File: src/design/bdc_pkg.sv
// shared types and constants for the button debounce, click and long-press block
// no dependencies

package bdc_pkg;

	localparam int TIME_WIDTH_DEF = 32;
	localparam int CFG_WIDTH = 16;
	localparam int ADDR_WIDTH = 3;

	localparam logic [CFG_WIDTH-1:0] DEBOUNCE_RESET = 16'd50;
	localparam logic [CFG_WIDTH-1:0] LONG_PRESS_RESET = 16'd1000;

	typedef enum logic {
		REG_DEBOUNCE   = 1'b0,
		REG_LONG_PRESS = 1'b1
	} reg_index_t;

	typedef struct packed {
		logic [CFG_WIDTH-1:0] debounce_ms;
		logic [CFG_WIDTH-1:0] long_press_ms;
	} cfg_t;

	typedef struct packed {
		logic        key_level;
		logic [31:0] now_ms;
		logic        take_click;
		logic        take_long;
	} sample_t;

	typedef struct packed {
		logic is_down;
		logic click_flag;
		logic long_flag;
	} result_t;

endpackage

File: src/design/bdc_regs.sv
// configuration registers on the apb-style port
// depends on bdc_pkg

module bdc_regs
	import bdc_pkg::*;
(
	input  logic                  clk,
	input  logic                  arst_n,
	input  logic                  psel,
	input  logic                  penable,
	input  logic                  pwrite,
	input  logic [ADDR_WIDTH-1:0] paddr,
	input  logic [31:0]           pwdata,
	output logic [31:0]           prdata,
	output logic                  pready,
	output cfg_t                  cfg
);

	cfg_t       cfg_q;
	reg_index_t sel_idx;
	logic       wr_en;

	assign sel_idx = reg_index_t'(paddr[2]);
	assign wr_en   = psel && penable && pwrite;
	assign pready  = 1'b1;
	assign cfg     = cfg_q;

	always_ff @(posedge clk or negedge arst_n) begin
		if (!arst_n) begin
			cfg_q.debounce_ms   <= DEBOUNCE_RESET;
			cfg_q.long_press_ms <= LONG_PRESS_RESET;
		end else if (wr_en) begin
			case (sel_idx)
				REG_DEBOUNCE:   cfg_q.debounce_ms   <= pwdata[CFG_WIDTH-1:0];
				REG_LONG_PRESS: cfg_q.long_press_ms <= pwdata[CFG_WIDTH-1:0];
				default: ;
			endcase
		end
	end

	always_comb begin
		case (sel_idx)
			REG_DEBOUNCE:   prdata = {{(32-CFG_WIDTH){1'b0}}, cfg_q.debounce_ms};
			REG_LONG_PRESS: prdata = {{(32-CFG_WIDTH){1'b0}}, cfg_q.long_press_ms};
			default:        prdata = '0;
		endcase
	end

endmodule

File: src/design/bdc_in_stage.sv
// input register for samples and the pipeline advance control
// depends on bdc_pkg

module bdc_in_stage
	import bdc_pkg::*;
(
	input  logic    clk,
	input  logic    arst_n,
	input  logic    sample_valid,
	output logic    sample_stall,
	input  sample_t sample_d,
	input  logic    out_blocked,
	output sample_t sample_s1,
	output logic    advance
);

	logic valid_s1;

	// the held sample moves on whenever the result register can take it
	assign advance      = valid_s1 && !out_blocked;
	assign sample_stall = valid_s1 && out_blocked;

	always_ff @(posedge clk or negedge arst_n) begin
		if (!arst_n) begin
			valid_s1 <= 1'b0;
		end else if (!sample_stall) begin
			valid_s1 <= sample_valid;
		end
	end

	always_ff @(posedge clk) begin
		if (!sample_stall && sample_valid) begin
			sample_s1 <= sample_d;
		end
	end

endmodule

File: src/design/bdc_press_logic.sv
// debounce, press tracking and pending flags, updated once per item
// depends on bdc_pkg

module bdc_press_logic
	import bdc_pkg::*;
#(
	parameter int TIME_WIDTH = TIME_WIDTH_DEF
) (
	input  logic    clk,
	input  logic    arst_n,
	input  cfg_t    cfg,
	input  sample_t sample_s1,
	input  logic    advance,
	output result_t result_d
);

	localparam int CMP_WIDTH = (TIME_WIDTH > CFG_WIDTH) ? TIME_WIDTH : CFG_WIDTH;

	logic                  prev_level_q;
	logic [TIME_WIDTH-1:0] change_stamp_q;
	logic [TIME_WIDTH-1:0] press_stamp_q;
	logic                  held_q;
	logic                  long_done_q;
	logic                  click_wait_q;
	logic                  long_wait_q;

	logic [TIME_WIDTH-1:0] now_t;
	logic [TIME_WIDTH-1:0] stamp_n;
	logic [TIME_WIDTH-1:0] press_n;
	logic [TIME_WIDTH-1:0] stable_time;
	logic [TIME_WIDTH-1:0] hold_time;
	logic                  stable;
	logic                  long_hit;
	logic                  pressed;
	logic                  held_n;
	logic                  long_done_n;
	logic                  click_n;
	logic                  long_n;

	assign now_t       = TIME_WIDTH'(sample_s1.now_ms);
	assign stamp_n     = (sample_s1.key_level != prev_level_q) ? now_t : change_stamp_q;
	// differences wrap at the timestamp width
	assign stable_time = now_t - stamp_n;
	assign hold_time   = now_t - press_stamp_q;
	assign stable      = CMP_WIDTH'(stable_time) > CMP_WIDTH'(cfg.debounce_ms);
	assign long_hit    = CMP_WIDTH'(hold_time) > CMP_WIDTH'(cfg.long_press_ms);
	assign pressed     = !sample_s1.key_level;

	always_comb begin
		held_n      = held_q;
		long_done_n = long_done_q;
		click_n     = click_wait_q;
		long_n      = long_wait_q;
		press_n     = press_stamp_q;
		if (stable) begin
			if (pressed && !held_q) begin
				held_n      = 1'b1;
				press_n     = now_t;
				long_done_n = 1'b0;
			end else if (!pressed && held_q) begin
				held_n = 1'b0;
				if (!long_done_q) begin
					click_n = 1'b1;
				end
			end else if (pressed && held_q && !long_done_q && long_hit) begin
				long_done_n = 1'b1;
				long_n      = 1'b1;
			end
		end
	end

	assign result_d.is_down    = held_n;
	assign result_d.click_flag = click_n;
	assign result_d.long_flag  = long_n;

	always_ff @(posedge clk or negedge arst_n) begin
		if (!arst_n) begin
			prev_level_q   <= 1'b1;
			change_stamp_q <= '0;
			press_stamp_q  <= '0;
			held_q         <= 1'b0;
			long_done_q    <= 1'b0;
			click_wait_q   <= 1'b0;
			long_wait_q    <= 1'b0;
		end else if (advance) begin
			prev_level_q   <= sample_s1.key_level;
			change_stamp_q <= stamp_n;
			press_stamp_q  <= press_n;
			held_q         <= held_n;
			long_done_q    <= long_done_n;
			// take bits clear after the flag has been reported
			click_wait_q   <= click_n && !sample_s1.take_click;
			long_wait_q    <= long_n && !sample_s1.take_long;
		end
	end

endmodule

File: src/design/bdc_out_stage.sv
// result register towards the output channel
// depends on bdc_pkg

module bdc_out_stage
	import bdc_pkg::*;
(
	input  logic    clk,
	input  logic    arst_n,
	input  logic    advance,
	input  result_t result_d,
	input  logic    result_stall,
	output logic    result_valid,
	output logic    out_blocked,
	output result_t result_s2
);

	logic valid_s2;

	assign result_valid = valid_s2;
	assign out_blocked  = valid_s2 && result_stall;

	always_ff @(posedge clk or negedge arst_n) begin
		if (!arst_n) begin
			valid_s2 <= 1'b0;
		end else if (!out_blocked) begin
			valid_s2 <= advance;
		end
	end

	always_ff @(posedge clk) begin
		if (advance) begin
			result_s2 <= result_d;
		end
	end

endmodule

File: src/design/button_debounce_click_longpress.sv
// top level of the debounced button with click and long-press detection
// depends on bdc_pkg, bdc_regs, bdc_in_stage, bdc_press_logic, bdc_out_stage
//
// channel   handshake                      payload
// sample    sample_valid / sample_stall    key_level, now_ms, take_click, take_long
// result    result_valid / result_stall    is_down, click_flag, long_flag
// config    psel, penable, pwrite, pready  paddr, pwdata, prdata
//
// one item per clock sustained while the result side does not stall; each item is held in the input
// register, and its result is offered from the result register, which it enters as the item moves on
// press state and flags update in a single pass as the item leaves the input register
// reset gives the default limits and a released button with no flags pending
// a stalled result holds the input register; sample_stall rises only when both are full

module button_debounce_click_longpress
	import bdc_pkg::*;
#(
	parameter int TIME_WIDTH = TIME_WIDTH_DEF
) (
	input  logic                  clk,
	input  logic                  arst_n,
	input  logic                  sample_valid,
	output logic                  sample_stall,
	input  logic                  key_level,
	input  logic [31:0]           now_ms,
	input  logic                  take_click,
	input  logic                  take_long,
	output logic                  result_valid,
	input  logic                  result_stall,
	output logic                  is_down,
	output logic                  click_flag,
	output logic                  long_flag,
	input  logic                  psel,
	input  logic                  penable,
	input  logic                  pwrite,
	input  logic [ADDR_WIDTH-1:0] paddr,
	input  logic [31:0]           pwdata,
	output logic [31:0]           prdata,
	output logic                  pready
);

	cfg_t    cfg;
	sample_t sample_d;
	sample_t sample_s1;
	result_t result_d;
	result_t result_s2;
	logic    advance;
	logic    out_blocked;

	assign sample_d.key_level  = key_level;
	assign sample_d.now_ms     = now_ms;
	assign sample_d.take_click = take_click;
	assign sample_d.take_long  = take_long;

	assign is_down    = result_s2.is_down;
	assign click_flag = result_s2.click_flag;
	assign long_flag  = result_s2.long_flag;

	bdc_regs u_regs (
		.clk     (clk),
		.arst_n  (arst_n),
		.psel    (psel),
		.penable (penable),
		.pwrite  (pwrite),
		.paddr   (paddr),
		.pwdata  (pwdata),
		.prdata  (prdata),
		.pready  (pready),
		.cfg     (cfg)
	);

	bdc_in_stage u_in_stage (
		.clk          (clk),
		.arst_n       (arst_n),
		.sample_valid (sample_valid),
		.sample_stall (sample_stall),
		.sample_d     (sample_d),
		.out_blocked  (out_blocked),
		.sample_s1    (sample_s1),
		.advance      (advance)
	);

	bdc_press_logic #(
		.TIME_WIDTH (TIME_WIDTH)
	) u_press_logic (
		.clk       (clk),
		.arst_n    (arst_n),
		.cfg       (cfg),
		.sample_s1 (sample_s1),
		.advance   (advance),
		.result_d  (result_d)
	);

	bdc_out_stage u_out_stage (
		.clk          (clk),
		.arst_n       (arst_n),
		.advance      (advance),
		.result_d     (result_d),
		.result_stall (result_stall),
		.result_valid (result_valid),
		.out_blocked  (out_blocked),
		.result_s2    (result_s2)
	);

endmodule

File: config.mk
export PLATFORM = sky130hd
export DESIGN_NAME = button_debounce_click_longpress
export DESIGN_NICKNAME = d
export VERILOG_FILES = /design/src/design/bdc_pkg.sv /design/src/design/bdc_regs.sv /design/src/design/bdc_in_stage.sv /design/src/design/bdc_press_logic.sv /design/src/design/bdc_out_stage.sv /design/src/design/button_debounce_click_longpress.sv
export SDC_FILE = /design/constraint.sdc
export NUM_CORES = 1
export LEC_CHECK = 0
export BUFFER_PORTS_ARGS = -buffer_cell sky130_fd_sc_hd__buf_4
export CAP_MARGIN = 15
export CORE_ASPECT_RATIO = 0.75
export CORE_MARGIN = 3
export CORE_UTILIZATION = 40
export DETAILED_ROUTE_END_ITERATION = 12
export PLACE_DENSITY_LB_ADDON = 0.15
export SKIP_LAST_GASP = 1
export SLEW_MARGIN = 20
export SYNTH_ARGS = -nofsm -noshare
export SYNTH_HDL_FRONTEND = slang
export SYNTH_HIERARCHICAL = 1
export SYNTH_SLANG_ARGS = --single-unit
File: constraint.sdc
create_clock -name clk -period 8.5 [get_ports clk]
set_input_delay 0.425 -clock clk [delete_from_list [all_inputs] [get_ports clk]]
set_output_delay 0.425 -clock clk [all_outputs]
set_load 0.01 [all_outputs]
Word-level counts from Yosys, hierarchy flattened
Cells that the tools add are included.
Word-level totals
  bits in registers: 141
  output and inout port bits: 38
  word-level logic and storage cells: 66
Operators by class
  add/subtract/negate cells: 2
  $lt $le $gt $ge: 2
  equality and inequality tests: 2
  muxes and demuxes: 16
  bitwise operators: 1
  reduce and logical (&&, ||, !) cells: 25
Operators by type and width (number)
  $gt A32 B16 Y1: 2
  $pmux W32 S2: 1
  $sub A32 B32 Y32: 2
  $mux W32: 1
  $mux W1: 14
  $logic_and A1 B1 Y1: 13
  $logic_not A1 Y1: 7
  $reduce_and A2 Y1: 2
  $reduce_and A4 Y1: 1
  $reduce_and A3 Y1: 1
  $ne A2 B1 Y1 const B: 1
  $reduce_bool A2 Y1: 1
  $ne A1 B1 Y1: 1
  $not A1 Y1: 1

Logic depth before layout (Yosys ltp)
  depth in word-level cells: 9
  mapped depth: 25
  mapped depth without buffers: 22

Cells and area by module
Netlist, hierarchy kept.
Modules (own cells, without submodules)
  bdc_press_logic: instances 1, cells an instance 960, area each 8194.1 um^2, seq. area each 1727.9 um^2
  bdc_regs: instances 1, cells an instance 105, area each 1609.0 um^2, seq. area each 812.0 um^2
  bdc_in_stage: instances 1, cells an instance 40, area each 1108.6 um^2, seq. area each 1076.0 um^2
  bdc_out_stage: instances 1, cells an instance 6, area each 128.9 um^2, seq. area each 115.1 um^2

Worst setup path before layout
No wires, ideal clock.
  path kind: register -> register
  from: register u_press_logic.prev_level_q
  to: register u_press_logic.press_stamp_q[10]
  library setup time: 125 ps
  arrival time: 5332 ps
  setup slack: 3043 ps
  stages on the path, launching flop included: 26
  path buffers: 3
  period minus slack after synthesis: 5457 ps
  cell sequence: dfstp_2 xor2_1 clkbuf_1 mux2i_1 ha_1 nor2b_1 o2111ai_1 nand2_1 nand3_1 nand2_1 nand2_1 nand2_1 a21oi_1 xnor2_1 ha_1 a21oi_1 o21ai_0 a221oi_1 a21oi_1 nor3_1 nand4b_1 or4_4 o21a_1 buf_6 buf_12 mux2_4
Between the ends
  cells in the longest elaborated chain, start to end: 5
RTL lines
  start: declaration: RTL line bdc_press_logic.sv:19  | logic prev_level_q;
  start signal: assignment: RTL line bdc_press_logic.sv:86  | prev_level_q <= sample_s1.key_level;
  $ne A1 B1 Y1: RTL line bdc_press_logic.sv:41  | assign stamp_n = (sample_s1.key_level != prev_level_q) ? now_t : change_stamp_q;
  $mux W32: RTL line bdc_press_logic.sv:41
  $sub A32 B32 Y32: RTL line bdc_press_logic.sv:43  | assign stable_time = now_t - stamp_n;
  $gt A32 B16 Y1: RTL line bdc_press_logic.sv:45  | assign stable = CMP_WIDTH'(stable_time) > CMP_WIDTH'(cfg.debounce_ms);
  $reduce_and A3 Y1 (no source line)
  end signal: assignment: RTL line bdc_press_logic.sv:88  | press_stamp_q <= press_n;
  end: declaration: RTL line bdc_press_logic.sv:21  | logic [TIME_WIDTH-1:0] press_stamp_q;
Every way passes these cells.
A chain may end at the register's enable or synchronous reset.

Worst setup path in the final report
  from: register u_in_stage/sample_s1[34] (netlist name)
  to: register u_press_logic.press_stamp_q[10]
Between the ends
  cells in the longest elaborated chain, start to end: 5
RTL lines
  $ne A1 B1 Y1: RTL line bdc_press_logic.sv:41
  $mux W32: RTL line bdc_press_logic.sv:41
  named net u_press_logic.stamp_n[0]: RTL line bdc_press_logic.sv:28  | logic [TIME_WIDTH-1:0] stamp_n;
  $sub A32 B32 Y32: RTL line bdc_press_logic.sv:43
  $gt A32 B16 Y1: RTL line bdc_press_logic.sv:45
  $reduce_and A3 Y1 (no source line)
The timed path passes the listed nets, and every way through them passes these cells.

==> run metrics <==
status finished, final reports clean; Detailed Route WL 30300 um; fill count 2658; r2r endpoint u_press_logic/press_stamp_q[10]; worst setup path class reg -> reg; Slew HR 38.9%; total CTS buffers 17; Yosys top cell area share 21.1%; Initial Util 40.8%; skew final 10.1 ps; initial antenna violation count 0; GRT Total Usage 20.9%; Slew Limit Fails 0; root buf cell clkbuf_16; M2 GR Usage 30.1%; nets@finish 1348; register area 3730 um^2; vias in the first global route 8333; period utilization 76.1%; H-tree levels 4; Rows 52; RR Startpoint u_in_stage/sample_s1[34]; Max clock buf depth 2; area of the multi-input gates 6730 um^2; Max VDD drop 0.000172 V; # Post-CTS Setup Buffers 0; Main synth FF type dfrtp_1; crit path capture type flip-flop; Pre-antenna DRT Iters 6; vias post-DR 8644; largest net degree at the start of global routing 56; MaxCap Viol Count 0; Peak Freq 155 MHz; Std-Cell Core Area 27100 um^2; Hold WC Path Type in -> async; CP peak stage delay 790 ps; Final Hold Vio Count 0; slowest CP cell xor2_4; routed vias/inst 5.62; GRT overflow 0; worst-margin pin slew 915 ps; PostCTS Resize Cnt 0; residual DRC count 0; RSZ-0062 raised after global routing no; setup TNS 0 ps; PwrDens 343 nW/um^2; met3 Track Usage GR 4.12%; Die Ht 150 um; ys async rst share 73.0%; leading cell types by count after synthesis 94 x ha_1, 93 x dfrtp_1, 85 x a21oi_1; Leak 0.00556 uW; ant diodes 0; sequential area share after synthesis 33.8%; flops & latches, synth 141; Reg2Reg Setup Slack 2030 ps; Layout area overhead 12.7%; Clock Sink Count 141; drt wl/cell 19.7 um; I/O pins 115; Worst path most repeated cell ha_1; Yosys warning count 6; gp weighted congestion 0.897; Distinct cells, synth 86; ranking of synthesized cells by area dfrtp_1 21%, ha_1 11%, edfxtp_1 10%; cell with the most instances after synthesis ha_1; cts-stage hold buffer count 0; number of DRC markers in iteration 0 755; Syn Inst Count 1111; Worst setup SP type flip-flop; Final setup viols 0; GRT busiest layer met1; Final ANT Viol Nets 0; number of synthesized flops with an enable pin 38; first-pass GRT wire length 48000 um; Worst EP arrival 6780 ps; share of layout cells above drive strength 1 22.8%; CP Cell Sequence xor2_4 > mux2_2 > ha_1 > inv_1 > fa_1 > a211o_1 > a211oi_4 > o211a_1 > xnor2_1 > ha_1 > and4_1 > a221oi_1 > a21oi_1 > nor3_1 > nand4b_1 > or4_4 > o21a_2 > buf_4 > mux2_4; DIE AREA 29700 um^2; placed inst area 11800 um^2; Port Buf Inserts 79; design area 12400 um^2; clock latency on the worst-skew pair 430 ps; Die X 198 um; R2R depth 19; Post-Synthesis Cell Area 11000 um^2; dpl hpwl 23600 um; CTS tree built; GR met1 Demand/Resource 32.2%; CTS clk-pin slew, worst paths 60 ps; Mean Syn Cell Area 9.94 um^2; worst-path fanout max 32; Period minus WS final 6470 ps; Req. time, crit path 8810 ps; cell taking the most area after synthesis dfrtp_1
-- report_power, final --
| part | leakage (uW) | switching (uW) | internal (uW) |
|---|---|---|---|
| Combinational | 0.00369 | 1410 | 1040 |
| Clock | 0.000288 | 323 | 468 |
| Sequential | 0.00158 | 124 | 898 |
-- logic make-up (layout without fill, tap and decap cells) --
| group | after synthesis | count (layout) | share of synthesized area [%] |
|---|---|---|---|
| other | 2 | 17 | 0.0680 |
| multiplexers | 154 | 154 | 16.5 |
| buffers and inverters | 134 | 196 | 6.01 |
| adder cells (fa/ha/maj) | 96 | 96 | 11.0 |
| flip-flops | 141 | 141 | 33.8 |
| XOR/XNOR | 37 | 37 | 2.94 |
| AO/OA/AOI/OAI | 285 | 285 | 17.4 |
| AND/OR/NAND/NOR | 262 | 262 | 12.3 |
-- critical path: cells and delay by family (launching register included) --
| family | cells | cell delay [ps] |
|---|---|---|
| AO/OA/AOI/OAI | 6 | 1790 |
| XOR/XNOR | 2 | 970 |
| adder cells (fa/ha/maj) | 3 | 890 |
| buffers and inverters | 2 | 380 |
| flip-flops | 1 | 540 |
| multiplexers | 2 | 680 |
| AND/OR/NAND/NOR | 4 | 1090 |
-- layout by cell type, fill, tap and decap left out, drive strengths merged, types with 18 or more instances in the layout --
cell type  instances
xnor2             20
nand3             21
ha                94
mux2i             42
a21o              26
buf               85
nand4             29
edfxtp            38
nor2              42
dfrtp             93
a21oi             85
clkbuf            18
mux2             112
o21ai             50
nand2             83
inv               85
-- through the flow --
step	hold slack [ps]	setup WS (ps)	utilization (%)	total power, uW	instances
after floorplan	129	3040	-	2820	1126
after global placement	458	1970	43.7	3440	1507
after detailed placement	469	1970	43.7	3440	1507
after CTS	59.3	1950	46.0	4270	1539
after global routing	68.2	1390	46.0	4620	1539
final	36.3	2030	46.0	4260	1539
-- state kept, by name, summed over array words and instances, names as in the netlist --
| name | flops |
|---|---|
| u_press_logic/prev_level_q | 1 |
| u_in_stage/valid_s1 | 1 |
| u_press_logic/held_q | 1 |
| u_press_logic/click_wait_q | 1 |
| u_out_stage/result_s2 | 3 |
| u_out_stage/result_valid | 1 |
| u_press_logic/long_done_q | 1 |
| u_in_stage/sample_s1 | 35 |
| u_press_logic/long_wait_q | 1 |
| u_press_logic/press_stamp_q | 32 |
| u_press_logic/change_stamp_q | 32 |
| u_regs/cfg | 32 |
-- worst max path at each step --
stage | start | to | slack, ps | cells past startpoint
finish | u_in_stage/sample_s1[34] | u_press_logic/press_stamp_q[10] | 2030 | 19
global route | u_in_stage/sample_s1[34] | u_press_logic/press_stamp_q[20] | 1390 | 18
CTS | u_in_stage/sample_s1[34] | u_press_logic/press_stamp_q[20] | 1950 | 19
detailed placement | u_in_stage/sample_s1[34] | u_press_logic/press_stamp_q[10] | 1970 | 19
global placement | u_in_stage/sample_s1[34] | u_press_logic/press_stamp_q[7] | 1970 | 19
floorplan | u_press_logic/prev_level_q | u_press_logic/press_stamp_q[10] | 3040 | 25
-- metal layers --
metal	share of wire, %	up-vias
li1	-	4237
met1	51	4171
met2	42	216
met3	6.1	20
met4	0.98	0
met5	0	-
-- cell type report --
type / instances / area share, %
well taps: 351 / 3.53
clock inverters: 14 / 1.45
clock buffers: 18 / 3.45
repair buffers: 85 / 5.13
inverters: 79 / 2.38
multi-input cells: 851 / 54.1
flip-flops and latches: 141 / 30.0
Note: power is estimated with default switching activity, not from simulation.
